### src/rtl/core/atclr_pkg.sv
`timescale 1ns / 1ps

package atclr_pkg;

    localparam int LINE_DEPTH = 64;
    localparam int COUNT_W    = $clog2(LINE_DEPTH);
    localparam int HEAD_LEN   = 6;
    localparam int TIMEOUT_W  = 20;
    localparam int APB_ADDR_W = 3;

    localparam logic [TIMEOUT_W-1:0] TIMEOUT_RESET = 20'hFFFFF;

    localparam logic [7:0] CH_LF    = 8'h0A;
    localparam logic [7:0] CH_A     = "A";
    localparam logic [7:0] CH_T     = "T";
    localparam logic [7:0] CH_PLUS  = "+";
    localparam logic [7:0] CH_SEMI  = ";";

    localparam logic OP_BYTE = 1'b0;
    localparam logic OP_TICK = 1'b1;

    localparam logic [1:0] EV_LINE     = 2'd0;
    localparam logic [1:0] EV_OVERFLOW = 2'd1;
    localparam logic [1:0] EV_TIMEOUT  = 2'd2;

    localparam logic [3:0] CMD_SD           = 4'd0;
    localparam logic [3:0] CMD_II           = 4'd1;
    localparam logic [3:0] CMD_GX           = 4'd2;
    localparam logic [3:0] CMD_GY           = 4'd3;
    localparam logic [3:0] CMD_DO           = 4'd4;
    localparam logic [3:0] CMD_DF           = 4'd5;
    localparam logic [3:0] CMD_SC           = 4'd6;
    localparam logic [3:0] CMD_SB           = 4'd7;
    localparam logic [3:0] CMD_SP           = 4'd8;
    localparam logic [3:0] CMD_WP           = 4'd9;
    localparam logic [3:0] CMD_UNRECOGNIZED = 4'd10;

    localparam logic [0:0] REG_IDLE_TIMEOUT = 1'b0;

    typedef logic [7:0] byte_t;

    function automatic logic [3:0] cmd_lookup(input byte_t c0, input byte_t c1);
        logic [3:0] code;
        code = CMD_UNRECOGNIZED;
        unique case ({c0, c1})
            "SD":    code = CMD_SD;
            "II":    code = CMD_II;
            "GX":    code = CMD_GX;
            "GY":    code = CMD_GY;
            "DO":    code = CMD_DO;
            "DF":    code = CMD_DF;
            "SC":    code = CMD_SC;
            "SB":    code = CMD_SB;
            "SP":    code = CMD_SP;
            "WP":    code = CMD_WP;
            default: code = CMD_UNRECOGNIZED;
        endcase
        return code;
    endfunction

endpackage

### src/rtl/core/at_command_line_receiver_core.sv
`timescale 1ns / 1ps

// channel   | direction | tdata           | tuser
// s_axis    | in        | [7:0] rx_byte   | [0] op
// m_axis    | out       | [3:0] cmd code  | [1:0] event_kind
// apb       | in        | idle_timeout_ticks at byte address 0
//
// one transaction per cycle sustained while m_axis is not stalled; the path
// from s_axis to m_axis is the input register, then line state update and result register in one pass.
// the line state (head bytes, byte count, idle counter) lives in the second
// stage, so back-to-back items see the state left by the one before.
// reset (rst_n, async) clears the line and loads the timeout with 0xFFFFF.
// a stalled m_axis holds the result; the input register still fills, then
// s_tready drops until the result is taken.

module at_command_line_receiver_core
(
    input  logic                                clk,
    input  logic                                rst_n,

    input  logic                                s_tvalid,
    output logic                                s_tready,
    input  logic [7:0]                          s_tdata,   // [7:0] rx_byte
    input  logic                                s_tuser,   // [0] op

    output logic                                m_tvalid,
    input  logic                                m_tready,
    output logic [7:0]                          m_tdata,   // [3:0] command_code
    output logic [1:0]                          m_tuser,   // [1:0] event_kind

    input  logic                                psel,
    input  logic                                penable,
    input  logic                                pwrite,
    input  logic [atclr_pkg::APB_ADDR_W-1:0]    paddr,
    input  logic [31:0]                         pwdata,
    output logic [31:0]                         prdata,
    output logic                                pready
);

    logic                               in_valid_reg;
    logic                               in_op_reg;
    atclr_pkg::byte_t                   in_byte_reg;

    logic                               out_valid_reg;
    logic [1:0]                         out_kind_reg;
    logic [3:0]                         out_code_reg;

    logic [atclr_pkg::TIMEOUT_W-1:0]    idle_timeout_reg;
    logic [atclr_pkg::TIMEOUT_W-1:0]    idle_remaining_reg;
    logic [atclr_pkg::TIMEOUT_W-1:0]    idle_remaining_next;
    logic [atclr_pkg::COUNT_W-1:0]      byte_count_reg;
    logic [atclr_pkg::COUNT_W-1:0]      byte_count_next;
    atclr_pkg::byte_t                   head_reg [atclr_pkg::HEAD_LEN];
    atclr_pkg::byte_t                   head_next [atclr_pkg::HEAD_LEN];

    logic                               proc;
    logic                               is_byte;
    logic                               is_lf;
    logic                               res_valid;
    logic [1:0]                         res_kind;
    logic [3:0]                         res_code;
    logic                               clear_line;
    logic                               cfg_write;

    assign proc     = in_valid_reg && (!out_valid_reg || m_tready);
    assign s_tready = !in_valid_reg || proc;
    assign m_tvalid = out_valid_reg;
    assign m_tdata  = {4'b0, out_code_reg};
    assign m_tuser  = out_kind_reg;

    assign pready    = 1'b1;
    assign cfg_write = psel && penable && pwrite && pready
                       && (paddr[2] == atclr_pkg::REG_IDLE_TIMEOUT);
    assign prdata    = (paddr[2] == atclr_pkg::REG_IDLE_TIMEOUT)
                       ? {{(32 - atclr_pkg::TIMEOUT_W){1'b0}}, idle_timeout_reg}
                       : 32'b0;

    assign is_byte = (in_op_reg == atclr_pkg::OP_BYTE);
    assign is_lf   = is_byte && (in_byte_reg == atclr_pkg::CH_LF);

    always_comb
    begin
        res_valid           = 1'b0;
        res_kind            = atclr_pkg::EV_LINE;
        res_code            = 4'd0;
        clear_line          = 1'b0;
        byte_count_next     = byte_count_reg;
        idle_remaining_next = idle_remaining_reg;

        if (is_lf)
        begin
            res_valid  = 1'b1;
            clear_line = 1'b1;
            if (head_reg[0] == atclr_pkg::CH_A && head_reg[1] == atclr_pkg::CH_T
                && head_reg[2] == atclr_pkg::CH_PLUS && head_reg[5] == atclr_pkg::CH_SEMI)
                res_code = atclr_pkg::cmd_lookup(head_reg[3], head_reg[4]);
            else
                res_code = atclr_pkg::CMD_UNRECOGNIZED;
        end
        else if (is_byte)
        begin
            byte_count_next     = byte_count_reg + 1'b1;
            idle_remaining_next = idle_timeout_reg;
            if (byte_count_reg == atclr_pkg::COUNT_W'(atclr_pkg::LINE_DEPTH - 1))
            begin
                res_valid  = 1'b1;
                res_kind   = atclr_pkg::EV_OVERFLOW;
                clear_line = 1'b1;
            end
        end
        else if (byte_count_reg != '0)
        begin
            if (idle_remaining_reg <= atclr_pkg::TIMEOUT_W'(1))
            begin
                res_valid  = 1'b1;
                res_kind   = atclr_pkg::EV_TIMEOUT;
                clear_line = 1'b1;
            end
            else
                idle_remaining_next = idle_remaining_reg - 1'b1;
        end

        if (clear_line)
        begin
            byte_count_next     = '0;
            idle_remaining_next = idle_timeout_reg;
        end

        for (int i = 0; i < atclr_pkg::HEAD_LEN; i++)
        begin
            if (clear_line)
                head_next[i] = '0;
            else if (is_byte && byte_count_reg == atclr_pkg::COUNT_W'(i))
                head_next[i] = in_byte_reg;
            else
                head_next[i] = head_reg[i];
        end
    end

    always_ff @(posedge clk or negedge rst_n)
    begin
        if (!rst_n)
        begin
            in_valid_reg       <= 1'b0;
            out_valid_reg      <= 1'b0;
            idle_timeout_reg   <= atclr_pkg::TIMEOUT_RESET;
            idle_remaining_reg <= atclr_pkg::TIMEOUT_RESET;
            byte_count_reg     <= '0;
            for (int i = 0; i < atclr_pkg::HEAD_LEN; i++)
                head_reg[i] <= '0;
        end
        else
        begin
            if (cfg_write)
                idle_timeout_reg <= pwdata[atclr_pkg::TIMEOUT_W-1:0];

            if (s_tready)
                in_valid_reg <= s_tvalid;

            if (proc)
            begin
                out_valid_reg      <= res_valid;
                idle_remaining_reg <= idle_remaining_next;
                byte_count_reg     <= byte_count_next;
                for (int i = 0; i < atclr_pkg::HEAD_LEN; i++)
                    head_reg[i] <= head_next[i];
            end
            else if (m_tready)
                out_valid_reg <= 1'b0;
        end
    end

    always_ff @(posedge clk)
    begin
        if (s_tready && s_tvalid)
        begin
            in_op_reg   <= s_tuser;
            in_byte_reg <= s_tdata;
        end
        if (proc)
        begin
            out_kind_reg <= res_kind;
            out_code_reg <= res_code;
        end
    end

    a_proc_gives_result: assert property (@(posedge clk) disable iff (!rst_n)
        proc && res_valid |=> m_tvalid)
        else $error("result of a processed transaction not presented");

    a_report_clears_line: assert property (@(posedge clk) disable iff (!rst_n)
        proc && res_valid |=> byte_count_reg == '0)
        else $error("line not cleared after a report");

    a_stall_cause: assert property (@(posedge clk) disable iff (!rst_n)
        !s_tready |-> in_valid_reg && out_valid_reg && !m_tready)
        else $error("input stalled without a blocked result");

    a_error_code_zero: assert property (@(posedge clk) disable iff (!rst_n)
        m_tvalid && m_tuser != atclr_pkg::EV_LINE |-> m_tdata == 8'd0)
        else $error("error event with nonzero command code");

endmodule
### config.mk
export PLATFORM = sky130hd
export DESIGN_NAME = at_command_line_receiver_core
export DESIGN_NICKNAME = d
export VERILOG_FILES = /design/src/rtl/core/atclr_pkg.sv /design/src/rtl/core/at_command_line_receiver_core.sv
export SDC_FILE = /design/constraint.sdc
export NUM_CORES = 1
export LEC_CHECK = 0
export ABC_AREA = 0
export BUFFER_PORTS_ARGS = -buffer_cell sky130_fd_sc_hd__buf_2
export CAP_MARGIN = 15
export CORE_MARGIN = 5
export CORE_UTILIZATION = 50
export CTS_CLUSTER_DIAMETER = 40
export CTS_CLUSTER_SIZE = 12
export DETAILED_ROUTE_END_ITERATION = 7
export PLACE_DENSITY = 0.82
export RECOVER_POWER = 50
export SLEW_MARGIN = 40
export SYNTH_ARGS = -nofsm -noshare
export SYNTH_HDL_FRONTEND = slang
export SYNTH_SLANG_ARGS = --single-unit
### constraint.sdc
create_clock -name clk -period 3.6 [get_ports clk]
set_input_delay 0.18 -clock clk [delete_from_list [all_inputs] [get_ports clk]]
set_output_delay 0.18 -clock clk [all_outputs]
set_load 0.05 [all_outputs]
* Yosys cells after proc, flatten, opt, wreduce, memory -nomap -nowiden
Cells that the tools add are included.
Cells by class: reductions and logical operators 37, order comparisons 1, add/sub/neg operators 2, muxes and demuxes 34, bitwise operators 2, eq/ne operators 25
Operators by type and width (count):
- == test 16 x 15 -> 1 bit, second input constant | 10
- 2-to-1 mux 20 bit | 6
- 2-to-1 mux 8 bit | 12
- case mux 4 bit (10 select lines) | 1
- <= comparator 20 x 1 -> 1 bit, second input constant | 1
- subtractor 20 x 1 -> 20 bit, second input constant | 1
- 2-to-1 mux 6 bit | 3
- == test 8 x 6 -> 1 bit, second input constant | 2
- == test 8 x 7 -> 1 bit, second input constant | 2
- logical AND 1 bit | 15
- AND reduction 2 bit | 7
- nonzero test 2 bit | 7
- == test 6 x 2 -> 1 bit, second input constant | 2
- == test 6 x 3 -> 1 bit, second input constant | 2
- == test 8 x 4 -> 1 bit, second input constant | 1
- 2-to-1 mux 1 bit | 8
- adder 6 x 1 -> 6 bit, second input constant | 1
- == test 6 x 1 -> 1 bit, second input constant | 1
- == test 6 bit, second input constant | 1
- logical NOT 6 bit | 1
- 2-to-1 mux 2 bit | 3
- nonzero test 6 bit | 1
- 2-to-1 mux 4 bit | 1
- != test 2 x 1 -> 1 bit, second input constant | 2
- 7 further kinds | 10
Storage, ports and cells: output and inout port bits 45, bits in registers 111, word-level logic and storage cells 117

* Longest topological paths before layout
Gate-level depths: netlist of run 1.
depth after elaboration 7, mapped depth 10, depth with buffers taken out 8

* Worst setup path before layout of run 1
No wires, ideal clock.
path type register -> register, start register idle_remaining_reg[0] in the netlist's numbering, end register byte_count_reg[2] in the netlist's numbering, path slack 1.434 ns, data arrival time 2.083 ns, path buffers 1, setup time 0.083 ns, data required time 3.517 ns, cell stages (with the launch flop) 9, cell sequence dfstp_2 inv_1 ha_1 o2111ai_1 nor4_2 or2_1 buf_6 or4_1 o21ai_0
Between the ends: longest elaborated chain between the ends 7
RTL lines:
- start, declared | line at_command_line_receiver_core.sv:49 | logic [atclr_pkg::TIMEOUT_W-1:0] idle_remaining_reg;
- start signal, assigned | line at_command_line_receiver_core.sv:147 | idle_remaining_reg <= atclr_pkg::TIMEOUT_RESET;
- start signal, assigned | line at_command_line_receiver_core.sv:163 | idle_remaining_reg <= idle_remaining_next;
- <= comparator 20 x 1 -> 1 bit (*) | line at_command_line_receiver_core.sv:113 | if (idle_remaining_reg <= atclr_pkg::TIMEOUT_W'(1))
- 2-to-1 mux 1 bit (*) | line at_command_line_receiver_core.sv:113
- 2-to-1 mux 1 bit (*) | line at_command_line_receiver_core.sv:111 | else if (byte_count_reg != '0)
- 2-to-1 mux 1 bit (*) | line at_command_line_receiver_core.sv:100 | else if (is_byte)
- 2-to-1 mux 1 bit (*) | line at_command_line_receiver_core.sv:90 | if (is_lf)
- != test 2 x 1 -> 1 bit (no line)
- AND reduction 3 bit (no line)
- end signal, assigned | line at_command_line_receiver_core.sv:164 | byte_count_reg <= byte_count_next;
- end, declared | line at_command_line_receiver_core.sv:51 | logic [atclr_pkg::COUNT_W-1:0] byte_count_reg;
Mark *: on every way between the ends. The rest lies on a longest branch, timed or not. A chain may end at the register's enable or synchronous reset.

* Final worst setup path of run 1
start register idle_remaining_reg[0] in the netlist's numbering, end register head_reg[43] in the netlist's numbering
Between the ends: longest elaborated chain between the ends 7
RTL lines:
- <= comparator 20 x 1 -> 1 bit (*) | line at_command_line_receiver_core.sv:113
- 2-to-1 mux 1 bit (*) | line at_command_line_receiver_core.sv:113
- 2-to-1 mux 1 bit (*) | line at_command_line_receiver_core.sv:111
- 2-to-1 mux 1 bit (*) | line at_command_line_receiver_core.sv:100
- 2-to-1 mux 1 bit (*) | line at_command_line_receiver_core.sv:90
- nonzero test 2 bit (no line)
- AND reduction 2 bit (no line)
- end signal, assigned by index | line at_command_line_receiver_core.sv:166 | head_reg[i] <= head_next[i];
- end, declared | line at_command_line_receiver_core.sv:53 | atclr_pkg::byte_t head_reg [atclr_pkg::HEAD_LEN];
Marks and branches as above.

==> results of run 1 <==
==> logic make-up (layout without fill, tap and decap cells) <==
logic type,after synthesis,count (layout)
DFF,111,111
buffers and inverters,51,108
other,2,17
adders and majority gates,6,6
and+or+nand+nor,230,230
AOI/OAI and AO/OA,119,119
xor gates and xnor gates,2,2
muxes,20,20
==> power groups by stage <==
stage / clock network [W] / registers [W] / logic [W]
final: 0.000655 / 0.00173 / 0.000649
after global routing: 0.000715 / 0.00176 / 0.000716
after CTS: 0.000663 / 0.00172 / 0.000655
after detailed placement: 0 / 0.00174 / 0.000644
after global placement: 0 / 0.00173 / 0.000611
after floorplan: 0 / 0.00168 / 0.000514
==> layout by cell type, fill, tap and decap left out, types with 9 or more instances in the layout <==
| cell | count |
|---|---|
| a21oi_1 | 23 |
| a22o_1 | 28 |
| buf_2 | 55 |
| clkbuf_1 | 12 |
| clkbuf_8 | 9 |
| conb_1 | 17 |
| dfrtp_1 | 56 |
| dfstp_2 | 40 |
| dlygate4sd3_1 | 11 |
| edfxtp_1 | 15 |
| inv_1 | 9 |
| mux2_2 | 20 |
| nand2_1 | 54 |
| nand3_1 | 46 |
| nor2_1 | 31 |
| nor2b_1 | 23 |
| nor3_1 | 13 |
| o21ai_0 | 33 |
==> layout make-up <==
type                    count  share of cell area
well taps                 140              0.0281
repair buffers             82              0.0761
multi-input cells         394               0.398
flip-flops and latches    111               0.466
inverters                  10             0.00603
clock inverters             3             0.00341
clock buffers              13              0.0223
==> per-stage QoR <==
stage / utilization / instance area, sq um / power (W) / setup slack, ns
finish: 0.572 / 6230 / 0.00303 / 0.949
global route: 0.572 / 6230 / 0.00319 / 0.784
CTS: 0.574 / 6240 / 0.00304 / 0.950
detailed placement: 0.549 / 5970 / 0.00239 / 0.976
global placement: 0.548 / 5960 / 0.00234 / 1.06
floorplan: - / 5650 / 0.00219 / 1.43
==> how the worst max path moves through the flow <==
stage,to
after global placement,head_reg[46]
after global routing,head_reg[43]
final,head_reg[43]
after detailed placement,head_reg[43]
after CTS,head_reg[43]
after floorplan,byte_count_reg[2]
==> routing by layer <==
layer / GRT usage / vias up
met2: 0.318 / 178
met3: 0.0334 / 17
met5: 0 / -
li1: - / 2074
met4: 0.0696 / 0
met1: 0.261 / 2156
==> what timing repair did <==
| item | CTS | global route |
|---|---|---|
| endpoints found under the setup margin | 0 | 0 |
| resized for setup | 0 | 0 |
| hold endpoints to repair | 62 | 0 |
| hold buffers | 11 | 0 |
==> results.txt, run 1 <==
Outcome: finished with violations
Failing checks: max-capacitance violations, max-slew violations
Synthesis Warnings: 0
Clock Latency Late Sink: 0.37 ns
Routed len/inst: 16.6 microns
Yosys reg bits: 111
Largest net degree at the start of global routing: 69
Vias in the first global route: 4400
Syn-to-layout area delta: 11.4%
Ys flop type: dfrtp_1
Reg clk slew, reported paths: 0.10 ns
XOR/XNOR Fraction of Synth Area: 0.00313
# fillers: 882
Placed cell count: 726
CP Class: flip-flop to flip-flop
Hold Crit Depth: 2
WL met3: 894 microns
Global-route wire length before repair: 21000 microns
Worst hold slack: 0.0314 ns
Synth area leaders: dfrtp_1, dfstp_2, edfxtp_1
Register area: 2900 sq um
Antenna fix cells: 0
Crit path launch type: flip-flop
RSZ-0062 raised after global routing: false
R2r setup slk: 0.95 ns
Net Sw Power: 0.00100 W
Fmax: 377 MHz
Footprint of the multi-input gates: 2480 sq um
Vert. Die Dim: 116 microns
Sw Ratio: 0.331
Root buffer cell: clkbuf_8
Post-synth top area share: 0.251
Maximum VDD drop: 303 uV
Post-synthesis sequential area ratio: 0.519
Simple-Gate Fraction of Synth Area: 0.227
Number of buffers and inverters on the critical path: 1
WHS Endpoint: idle_timeout_reg[9]
Crit path max-delay family: compound AO/OA/AOI/OAI gates
CTS Buf Count: 9
Int Pwr: 0.00203 W
Final HPWL DP: 8830 microns
Post-CTS Setup Inserts: 0
Final Skew: 0.0125 ns
Top Metal Used: met4
Vias: 4425
Post-synthesis mux area share: 0.0403
Final min period: 2.65 ns
Vias per cell: 5.88
Number of flops mapped to enable cells by yosys: 15
Worst hold-check path type: input port to flip-flop
Setup crit end kind: flip-flop
Stages on worst setup path: 7
Commonest cells post-synth: dfrtp_1, nand2_1, nand3_1
Synthesized instance count: 541
Post-route setup TNS: 0 ns
Ys async rst share: 0.865
Cell breakdown of the critical path: inv_1 > ha_1 > o2111ai_1 > nor4_2 > or2_1 > o21ai_2 > a22o_1
CTS HTree Levels: 3
Syn Area/Cell: 10.3 sq um
Final period utilization: 0.736
Total Wirelength: 12500 microns
Clk pwr share: 0.216
CP Data Arrival Time: 2.96 ns
Pre-antenna DRT Iters: 5
Initial antenna violation count: 0
Crit path launch: idle_remaining_reg[0]
CTS tree: built
Combinational power share: 0.214
Crit-path max cell delay: 0.58 ns
Detail Route Antenna Nets: 0
Ratio of cells with drive above 1 in the final layout: 0.246
Met2 wire length: 6170 microns
Final Hold Viols: 0
Synth Cell Area: 5590 sq um
Grt total ovfl: 0
Slew Limit Fails: 69
Leak: 2.68 nW
Final setup fails: 0
Pwr per Cell Area: 487 nW/um^2
Synth Area in Adders: 0.0134
Clk sink count: 111
Core area: 10900 sq um
Crit Reg-Reg Startpoint: idle_remaining_reg[0]
Reg2reg end: head_reg[43]
Port Buffer Count: 64
Starting Density: 0.514
Max cap viols: 1
Hold path startpoint: pwdata[9]
GPL Wtd Cong: 0.892
Die width: 116 microns
Main combinational cell family by area after synthesis: simple AND/OR/NAND/NOR gates
CP max FO: 9
Top Ports: 96
Sequential share of power: 0.570
R2R depth: 7
Post-synthesis cell type count: 65
Remaining DRCs: 0
Nets: 665
Slowest CP cell: dfstp_2
DRC violation total after the first TritonRoute iteration: 298
Max reg flops: 48
CTS Buffer Depth: 2
Complex-gate fraction of the synthesized area: 0.147
Synth area leader: dfrtp_1
Critical Path RT: 3.91 ns
Met1 wire length: 5260 microns
Most common cell in the synthesized netlist: dfrtp_1
Global-route total usage across every layer: 0.194
Worst slew pin tran: 1.64 ns
Die area: 13400 sq um
Cell Rows: 38
Post-Layout Cell Count: 753
Max_slew headroom: -0.0920
Note: power is estimated with default switching activity, not from simulation.
==> run 2, diff against run 1 <==
--- a/config.mk
+++ b/config.mk
@@ -5,7 +5,7 @@
 export SDC_FILE = /design/constraint.sdc
 export NUM_CORES = 1
 export LEC_CHECK = 0
-export ABC_AREA = 0
+export ABC_AREA = 1
 export BUFFER_PORTS_ARGS = -buffer_cell sky130_fd_sc_hd__buf_2
 export CAP_MARGIN = 15
 export CORE_MARGIN = 5
==> constraint.sdc (replaced) <==
create_clock -name clk -period 2.55 [get_ports clk]
set_input_delay 0.1275 -clock clk [delete_from_list [all_inputs] [get_ports clk]]
set_output_delay 0.1275 -clock clk [all_outputs]
set_load 0.05 [all_outputs]
==> run 2 against run 1 <==
  * The flow still finishes with violations (max-capacitance violations, max-slew violations)
  * Maximum frequency is 15% higher
  * Final cell count is 36% higher
  * Hold slack worse by 0.024 ns
  * First-iteration DRC count is 24% higher
  * Global-route usage shrank 0.83 points
  * Wire length increased by 2.9%
  * Sequential share of layout area down 3.4 points
  * Critical path depth grew 4
  * Total power grew 110%
  * Die area is 5.7% higher
  * Non-clock buffer count grew 3
  * Setup slack got worse by 0.70 ns
  * Largest cell class unchanged
  * Highest routed layer unchanged
==> results.txt, run 2 <==
Core area: 11500 sq um (+5.8%)
Outcome: finished with violations
Utilization after layout: 0.584 (+0.0118)
Post-CTS Setup Inserts: 0 (unchanged)
Commonest cells post-synth: nand2_1, nor2_1, inv_1
Clock Latency Late Sink: 0.35 ns (-0.02 ns)
CP Data Arrival Time: 2.54 ns (-0.42 ns)
Synth area leader: dfrtp_1
Vert. Die Dim: 119 microns (+2.8%)
Die area: 14200 sq um (+5.7%)
Ys async rst share: 0.865 (unchanged)
Number of flops mapped to enable cells by yosys: 15 (unchanged)
Worst Setup EP: byte_count_reg[2]
Ratio of cells with drive above 1 in the final layout: 0.152 (-0.0939)
Max cap viols: 2 (+1)
Int Pwr: 0.00389 W (+92%)
Post-CTS Resized: 0 (unchanged)
Pre-antenna DRT Iters: 5 (unchanged)
Vias per cell: 4.94 (-16%)
Die width: 119 microns (+2.8%)
Sequential share of power: 0.481 (-0.089)
Synth area leaders: dfrtp_1, nand2_1, dfstp_2
Root buffer cell: clkbuf_16
Final setup fails: 0 (unchanged)
Cell Rows: 39 (+2.6%)
Initial antenna violation count: 0 (unchanged)
Most common cell after layout, fill and taps aside: nand2_1
Crit path launch: idle_remaining_reg[0]
Routed len/inst: 12.6 microns (-24%)
Critical Path RT: 2.79 ns (-1.12 ns)
Syn-to-layout area delta: 13.2%
Remaining DRCs: 0 (unchanged)
Reg2reg end: byte_count_reg[2]
Yosys reg bits: 111 (unchanged)
Largest net degree at the start of global routing: 41 (-41%)
CTS HTree Levels: 3 (unchanged)
Final min period: 2.30 ns (-0.350 ns)
Clk sink count: 111 (unchanged)
Grt total ovfl: 0 (unchanged)
Final HPWL DP: 9090 microns (+2.9%)
CTS Buffer Depth: 2 (unchanged)
Net Sw Power: 0.00238 W (+140%)
Cts-stage hold buffer count: 11 (unchanged)
Reg clk slew, reported paths: 0.07 ns (-0.03 ns)
CTS Buf Count: 9 (unchanged)
Combinational power share: 0.318 (+0.104)
Total Wirelength: 12900 microns (+2.9%)
CP Class: flip-flop to flip-flop
CTS tree: built
Detail Route Antenna Nets: 0 (unchanged)
Synthesized instance count: 795 (+47%)
Top Ports: 96 (unchanged)
Vias: 5053 (+14%)
RSZ-0062 raised after global routing: false
Global-route wire length before repair: 21800 microns (+4.0%)
Max reg flops: 48 (unchanged)
Syn Area/Cell: 7.48 sq um (-28%)
Final Worst Setup Slack: 0.250 ns (-0.700 ns)
Max_slew headroom: -0.188 (-0.0965)
Sw Ratio: 0.379 (+0.0483)
DRC violation total after the first TritonRoute iteration: 369 (+24%)
Post-synthesis sequential area ratio: 0.488 (-0.0307)
Worst slew pin tran: 1.78 ns (+0.145 ns)
Commonest non-fill, non-tap cells in the layout: nand2_1, nor2_1, inv_1
Clk pwr share: 0.201 (-0.015)
Starting Density: 0.516 (+0.00252)
Failing checks: max-capacitance violations, max-slew violations
Final period utilization: 0.902 (+0.166)
Final Skew: 0.00877 ns (-0.00376 ns)
Placed cell count: 995 (+37%)
Vias in the first global route: 4835 (+9.9%)
Final Hold Viols: 0 (unchanged)
Slew Limit Fails: 73 (+5.8%)
Global-route total usage across every layer: 0.185 (-0.00833)
Ys flop type: dfrtp_1
Synth Cell Area: 5940 sq um (+6.3%)
Dpl ws: 0.280 ns (-0.696 ns)
Post-Layout Cell Count: 1022 (+36%)
CP max FO: 24 (+15)
Setup crit end kind: flip-flop
Fmax: 435 MHz (+15%)
Antenna fix cells: 0 (unchanged)
Pwr per Cell Area: 932 nW/um^2 (+92%)
Post-synthesis cell type count: 33 (-49%)
Post-synth top area share: 0.236 (-0.0148)
R2R depth: 11 (+4)
Nets: 931 (+40%)
Leak: 3.49 nW (+30%)
GPL Wtd Cong: 0.860 (-3.6%)
R2r setup slk: 0.25 ns (-0.70 ns)
Port Buffer Count: 64 (unchanged)
Maximum VDD drop: 473 uV (+56%)
Synthesis Warnings: 0 (unchanged)
Crit path launch type: flip-flop
Most common cell in the synthesized netlist: nand2_1
# fillers: 1033 (+17%)
Worst hold-check path type: input port to flip-flop
Crit Reg-Reg Startpoint: idle_remaining_reg[0]
Post-route setup TNS: 0 ns (unchanged)
run 2: area by class of cell:
| type | count | area [sq um] | area share |
|---|---|---|---|
| flip-flops and latches | 111 | 2900 | 0.432 |
| multi-input cells | 589 | 2590 | 0.385 |
| repair buffers | 85 | 505 | 0.0752 |
| inverters | 78 | 293 | 0.0435 |
| clock buffers | 13 | 240 | 0.0357 |
| well taps | 143 | 179 | 0.0266 |
| clock inverters | 3 | 13.8 | 0.00205 |
run 2: stage by stage:
| stage | total power (W) | hold slack, ns | area [sq um] |
|---|---|---|---|
| floorplan | 0.00452 | -0.168 | 6000 |
| global placement | 0.00490 | 0.0934 | 6380 |
| detailed placement | 0.00499 | 0.0926 | 6380 |
| CTS | 0.00629 | 0.00121 | 6740 |
| global route | 0.00673 | 0.000131 | 6730 |
| finish | 0.00627 | 0.00763 | 6730 |
run 2: logic make-up (layout without fill, tap and decap cells):
logic type,count (synthesis),in the layout,synth area share
simple gates,512,512,0.356
fa+ha+maj,6,6,0.0126
buf+inv,110,179,0.0851
flops,111,111,0.488
other cells,2,17,0.00126
xor+xnor,16,16,0.0236
compound gates,38,38,0.0335
run 2: worst max-delay path: stages (launching register included):
cell and delay, ns:
dfstp_2 0.56, inv_1 0.13, ha_1 0.26, nand2_1 0.16, a21oi_2 0.09, nand3_1 0.10
buf_4 0.26, nand2_4 0.23, nand2_2 0.20, inv_2 0.08, nand2_1 0.06, o21ai_1 0.06
run 2: worst min path at each step:
stage	startpoint	to	cells after the start
2_1_floorplan	rst_n	byte_count_reg[0]	0
3_5_place_dp	rst_n	byte_count_reg[0]	1
6_report	pwdata[0]	idle_timeout_reg[0]	3
5_1_grt	pwdata[0]	idle_timeout_reg[0]	3
3_3_place_gp	rst_n	head_reg[45]	1
4_1_cts	pwdata[0]	idle_timeout_reg[0]	3
run 2: power by group through the flow:
stage	clock network [W]	logic [W]	registers, W
after floorplan	0	0.00160	0.00292
after global placement	0	0.00191	0.00300
after detailed placement	0	0.00197	0.00302
after CTS	0.00128	0.00200	0.00301
after global routing	0.00135	0.00229	0.00310
final	0.00126	0.00199	0.00302
run 2: routing by layer:
metal  vias up  track usage  wire (microns)
met3         8       0.0370             578
met5         -            0               0
met2       105        0.315            6270
met1      2350        0.244            5910
li1       2590            -               -
met4         0       0.0471             123
